File: src/rtl/core/cau_pkg.sv
// ----------------------------------------------------------------------------
// cau_pkg - shared definitions for the complex arithmetic unit
// Operand format, operation and status codes, pipeline sideband type and
// the saturation helper.
// ----------------------------------------------------------------------------
`default_nettype none

package cau_pkg;

	localparam int DATA_WIDTH = 16;
	localparam int FRAC_BITS  = 8;
	// quotient bits produced by the divider, one per stage
	localparam int QBITS      = DATA_WIDTH;
	// width of exact product sums and of their magnitudes
	localparam int PSUM_W     = 2 * DATA_WIDTH + 1;
	localparam int MAG_W      = 2 * DATA_WIDTH;
	localparam int WIDE_W     = PSUM_W + 1;

	typedef enum logic [1:0] {
		FUNC_ADD = 2'd0,
		FUNC_SUB = 2'd1,
		FUNC_MUL = 2'd2,
		FUNC_DIV = 2'd3
	} func_t;

	typedef enum logic [1:0] {
		STAT_OK  = 2'd0,
		STAT_SAT = 2'd1,
		STAT_DZ  = 2'd2,
		STAT_RSV = 2'd3
	} status_t;

	typedef logic signed [DATA_WIDTH-1:0] data_t;

	// what travels beside the divider lanes
	typedef struct packed {
		logic    vld;
		func_t   func;
		data_t   res_re;
		data_t   res_im;
		status_t status;
		logic    neg_re;
		logic    neg_im;
		logic    over_re;
		logic    over_im;
		logic    dz;
	} side_t;

	// saturate a wide signed value; returns {saturated, value}
	function automatic logic [DATA_WIDTH:0] sat_wide(input logic signed [WIDE_W-1:0] x);
		logic signed [WIDE_W-1:0] hi;
		logic signed [WIDE_W-1:0] lo;
		begin
			hi = WIDE_W'(signed'({1'b0, {(DATA_WIDTH-1){1'b1}}}));
			lo = -hi - WIDE_W'(1);
			if (x > hi) begin
				sat_wide = {1'b1, 1'b0, {(DATA_WIDTH-1){1'b1}}};
			end else if (x < lo) begin
				sat_wide = {1'b1, 1'b1, {(DATA_WIDTH-1){1'b0}}};
			end else begin
				sat_wide = {1'b0, x[DATA_WIDTH-1:0]};
			end
		end
	endfunction

endpackage

`default_nettype wire

File: src/rtl/core/cau_divider.sv
// ----------------------------------------------------------------------------
// cau_divider - pipelined restoring divider lane
// One quotient bit per stage; when the starting remainder is below the divisor,
// the remainder always fits the divisor width.
// ----------------------------------------------------------------------------
`default_nettype none

module cau_divider (
	input  wire logic                             clk,
	input  wire logic [cau_pkg::MAG_W-1:0]        rem,
	input  wire logic [cau_pkg::QBITS-1:0]        bits,
	input  wire logic [cau_pkg::MAG_W-1:0]        den,
	output logic      [cau_pkg::QBITS-1:0]        quo
);

	localparam int N = cau_pkg::QBITS;
	localparam int W = cau_pkg::MAG_W;

	logic [W-1:0] rem_s  [N+1];
	logic [N-1:0] bits_s [N+1];
	logic [W-1:0] den_s  [N+1];
	logic [N-1:0] quo_s  [N+1];

	assign rem_s[0]  = rem;
	assign bits_s[0] = bits;
	assign den_s[0]  = den;
	assign quo_s[0]  = '0;

	// one trial subtraction per stage
	for (genvar k = 0; k < N; k++) begin : g_stage
		logic [W:0] trial;
		logic [W:0] diff;
		assign trial = {rem_s[k], bits_s[k][N-1]};
		assign diff  = trial - {1'b0, den_s[k]};

		always_ff @(posedge clk) begin
			if (trial >= {1'b0, den_s[k]}) begin
				rem_s[k+1] <= diff[W-1:0];
				quo_s[k+1] <= {quo_s[k][N-2:0], 1'b1};
			end else begin
				rem_s[k+1] <= trial[W-1:0];
				quo_s[k+1] <= {quo_s[k][N-2:0], 1'b0};
			end
			bits_s[k+1] <= {bits_s[k][N-2:0], 1'b0};
			den_s[k+1]  <= den_s[k];
		end
	end

	assign quo = quo_s[N];

endmodule

`default_nettype wire

File: config.mk
export PLATFORM = sky130hd
export DESIGN_NAME = cau_divider
export DESIGN_NICKNAME = d
export VERILOG_FILES = /design/src/rtl/core/cau_pkg.sv /design/src/rtl/core/cau_divider.sv
export SDC_FILE = /design/constraint.sdc
export NUM_CORES = 2
export LEC_CHECK = 0
export BUFFER_PORTS_ARGS = -buffer_cell sky130_fd_sc_hd__buf_2
export CORE_MARGIN = 4
export CORE_UTILIZATION = 35
export CTS_CLUSTER_SIZE = 30
export DETAILED_ROUTE_END_ITERATION = 10
export GPL_ROUTABILITY_DRIVEN = 0
export SLEW_MARGIN = 10
export SYNTH_ARGS = -nofsm -noshare
export SYNTH_HDL_FRONTEND = slang
export SYNTH_SLANG_ARGS = --single-unit
File: constraint.sdc
create_clock -name clk -period 7.67 [get_ports clk]
set_clock_uncertainty 0.15 [all_clocks]
set_input_delay 0 -clock clk [delete_from_list [all_inputs] [get_ports clk]]
set_output_delay 0 -clock clk [all_outputs]
set_load 0.1 [all_outputs]
; Word-level counts from Yosys, hierarchy flattened
; Index checks and enable logic that the tools add are counted.
[word_totals]
reg_bits = 1216
latch_bits = 0
ram_bits = 0
mem_bits_ro = 0
input_bits = 81
out_inout_bits = 16
memories = 0
[classes]
add_sub_neg = 15
multipliers = 0
div_mod_pow = 0
order_cmp = 16
eq_ne = 0
n_shift = 0
mux = 31
bitwise_logic = 0
n_reduce_logical = 0
[ops]
columns = op, count
row1 = 33-bit by 32-bit greater-or-equal comparator with 1-bit output, 16
row2 = 32-bit two-way mux, 15
row3 = 32-bit subtractor, 15
row4 = 1-bit two-way mux, 16

; Logic depth before layout (Yosys ltp)
[logic_depth]
word_depth = 2
depth_mapped = 15
mapped_depth_nobuf = 12

; Worst setup path before layout
; OpenSTA, ideal clock, no wires.
[synth_timing]
path_type = register to register
start = register den_s[324] (netlist bit)
end = register rem_s (netlist bit g_stage[7].trial[26])
t_arrival_ns = 2.980
required_ns = 7.397
slack_ns = 4.416
path_stages_with_launch = 13
n_path_buf = 1
period_less_slack_ns = 3.254
path_cell_list = dfxtp_1 -> inv_1 -> ha_1 -> or4_1 -> o21ai_0 -> o21bai_2 -> o211ai_1 -> a21oi_1 -> o41ai_1 -> a311o_1 -> a41oi_4 -> buf_6 -> mux2_1
[synth_via]
elab_chain_cells = 2
[synth_lines]
columns = item, line_no
row1 = "start, declared", cau_divider.sv:21  ; logic [W-1:0] den_s [N+1];
row2 = "start signal, assigned by index", cau_divider.sv:45  ; den_s[k+1] <= den_s[k];
row3 = 32-bit subtractor or 33-bit by 32-bit greater-or-equal comparator with 1-bit output (tied branches), "cau_divider.sv:34, cau_divider.sv:37"
row4 = 32-bit two-way mux *, cau_divider.sv:37  ; if (trial >= {1'b0, den_s[k]}) begin
row5 = "end signal, assigned by index", cau_divider.sv:38  ; rem_s[k+1] <= diff[W-1:0];
row6 = "end signal, assigned by index", cau_divider.sv:41  ; rem_s[k+1] <= trial[W-1:0];
row7 = "end, declared", cau_divider.sv:19  ; logic [W-1:0] rem_s [N+1];
; Mark *: on every way between the ends. The rest lies on a longest branch, timed or not.

; Worst setup path after layout
[layout_timing]
start = input port den[0] (netlist bit)
end = register rem_s (netlist bit g_stage[1].trial[19])
[layout_via]
elab_chain_cells = 2
[layout_lines]
columns = item, line_no
row1 = "start, declared", cau_divider.sv:12  ; input wire logic [cau_pkg::MAG_W-1:0] den,
row2 = 32-bit subtractor or 33-bit by 32-bit greater-or-equal comparator with 1-bit output (tied branches), "cau_divider.sv:34, cau_divider.sv:37"
row3 = 32-bit two-way mux *, cau_divider.sv:37
; Marks and branches as above.

==> results_dict.tcl <==
set metrics [dict create \
    synthArstFlopShare_pct 0 \
    routedWlPerCell_um 15.7 \
    min_period_over_period_pct 62.8 \
    multi_input_area_um2 30300 \
    dp.cells 8442 \
    regToRegSetupSlack_ns 3.36 \
    htreeDepth 4 \
    rsz0062_at_grt "false" \
    yosys_warnings 0 \
    synth_area_um2 57900 \
    fillers 15800 \
    grt_max_degree 62 \
    synth_top_family_by_area "compound AO/OA/AOI/OAI gates" \
    dpl_cell_area_um2 60400 \
    die_y_um 415 \
    clock.fmax_mhz 208 \
    dr.pass1.iters 6 \
    drt_iter0_drc 2732 \
    critical_path.max_fanout 56 \
    synthFlopType "dfxtp_1" \
    setup_violations 0 \
    clockRootBuffer "clkbuf_16" \
    drcViolationCount 0 \
    synth_top_area_share_pct 42.1 \
    tritoncts "built" \
    synthTopCellsByArea "dfxtp_1 42%, ha_1 11%, inv_1 4.2%" \
    synth-simple-area-share_pct 11.7 \
    drv_slew 0 \
    p_leak_nw 30.9 \
    vias 44800 \
    post_cts_buffers 0 \
    core_area_um2 164000 \
    startpoint_type "input port" \
    crit_type "in -> reg" \
    synth_common_cells "1216 x dfxtp_1, 653 x inv_1, 512 x ha_1, 503 x nand2_1, 463 x o21ai_0" \
    regArea_um2 24300 \
    synth-xor-area-share_pct 5.61 \
    numCtsBuffers 141 \
    maxCapViolCount 0 \
    synth-compound-area-share_pct 19.0 \
    hpwl_um 107000 \
    relSlewSlack_pct 24.9 \
    clockBufferDepth 3 \
    ys_seq_area_share_pct 42.1 \
    synthDistinctLibCells 89 \
    grt_util_all_layers_pct 15.8 \
    fin_area_um2 67600 \
    synth_edf_count 0 \
    worstPathArrival_ns 5.31 \
    cp-end-kind "register" \
    wl_um 140000 \
    fin_crit_ns 4.81 \
    hp-class "in -> reg" \
    r2r-end "g_stage[15].trial[4]$_DFF_P_" \
    die_w_um 415 \
    grt_remaining_overflow 0 \
    finalNetCount 7221 \
    crit_end "g_stage[1].trial[19]$_DFF_P_" \
    setup_tns_ns 0 \
    start_util_pct 35.4 \
    port_buffers 96 \
    yosysMostFrequentCell "dfxtp_1" \
    ir_drop_mv 0.363 \
    grt_pass1_wl_um 225000 \
    cts_sinks 1216 \
    ys_ff_latch 1216 \
    syn_nets 6962 \
    crit-reg2reg-launch "den_s[71]$_DFF_P_" \
    yosys.area.top_type "dfxtp_1" \
    outcome "completed" \
    stdcell_count 8910 \
    finalHoldViolCount 0 \
    required_ns 8.17 \
    netlist_instances 6354 \
    crit_start "den[0]" \
    dp_slack_ns 3.41 \
    synthMuxAreaShare_pct 4.24 \
    whs_ns 0.128 \
    clk_pin_slew_ns 0.06 \
    antenna_found_initial 1 \
    power_density_nw_per_um2 476 \
    antenna_left 0 \
    syn_avg_cell_area_um2 9.11 \
    design.portCount 97 \
    rows 148 \
    drive_gt1_share_pct 8.44 \
    area_growth_pct 16.8 \
    grt_pass1_vias 45400 \
    routed_via_density 5.03 \
    setup_ws_ns 2.86 \
    worst_slew_pin_slew_ns 1.12 \
    clkLatencyLatePin_ns 0.76 \
    r2r_cells 11 \
    synth_fa_ha_area_share_pct 11.6 \
    die_area_um2 172000 \
]
cell families after synthesis:
group                    count (synthesis)
multiplexers                           221
adder cells (fa/ha/maj)                527
AND/OR/NAND/NOR                       1425
AO/OA/AOI/OAI                         1740
buffers and inverters                  854
XOR/XNOR                               371
flip-flops                            1216
how the worst min path moves through the flow:
stage	startpoint	to	slack, ns	cells after the start
floorplan	bits[0]	bits_s[241]$_DFF_P_	-0.12	0
global placement	bits[3]	bits_s[244]$_DFF_P_	-0.05	1
detailed placement	bits[3]	bits_s[244]$_DFF_P_	-0.05	1
CTS	rem[31]	g_stage[1].trial[8]$_DFF_P_	0.01	8
global route	bits[15]	g_stage[1].trial[1]$_DFF_P_	0.11	5
finish	bits[15]	g_stage[1].trial[1]$_DFF_P_	0.13	5
cell type report:
cell class | count | share of cell area [%]
Inverter | 655 | 3.64
Timing Repair Buffer | 315 | 3.89
Clock inverter | 67 | 1.65
Antenna cell | 7 | 0.0259
Sequential cell | 1216 | 36.0
Clock buffer | 191 | 5.98
Multi-Input combinational cell | 4284 | 44.8
Tap cell | 2175 | 4.02
repair_timing:
action                                 CTS  global route
setup endpoints to repair                0             0
hold buffers                           203             0
resized for setup                        0             0
endpoints found under the hold margin   79             0
cells in the final DEF, fill, tap and decap left out, types with 135 or more instances in the layout:
cell type	synthesis	final
dfxtp_1	1216	1216
xnor2_1	236	236
xor2_1	135	135
o21ai_0	463	463
clkbuf_16	0	145
a21oi_1	456	453
dlygate4sd3_1	0	203
ha_1	512	512
nor2_1	320	320
a21o_1	268	268
mux2_2	166	166
nand2_1	503	503
inv_1	653	653
critical path, cell delays in order:
cell and delay [ns]:
dlygate4sd3_1 0.53, buf_2 0.12, dlygate4sd3_1 0.58, ha_1 0.22, nand2b_1 0.17, a21oi_1 0.33
o211ai_1 0.22, a21oi_1 0.40, o211ai_1 0.27, a21boi_0 0.66, o31ai_4 0.11, buf_4 0.31
nand2_1 0.14, dlygate4sd3_1 0.56, o21ai_0 0.10, dlygate4sd3_1 0.58
power breakdown:
part           internal [W]  switching [W]  total [W]  leakage, nW
logic               0.00673        0.00893     0.0157         18.1
clock network       0.00456        0.00268    0.00724         2.52
registers           0.00831       0.000965    0.00927         10.3
routing by layer:
metal,share of wire [%],up-vias,track usage (%)
met5,0,-,0
met4,6.7,0,10.3
met3,3.6,453,2.52
met2,51,1146,29.9
met1,39,20500,16.0
li1,-,22700,-
state kept, by name, summed over array words and instances, names as in the netlist:
| name | flops |
|---|---|
| quo_s | 120 |
| den_s | 480 |
| quo | 16 |
| g_stage.trial | 480 |
| bits_s | 120 |
through the flow:
stage                     utilization, %  power [W]
final                               41.4     0.0322
after global routing                41.4     0.0346
after CTS                           41.3     0.0323
after detailed placement            36.9     0.0247
after global placement              36.9     0.0245
after floorplan                        -     0.0213
Note: power is estimated with default switching activity, not from simulation.
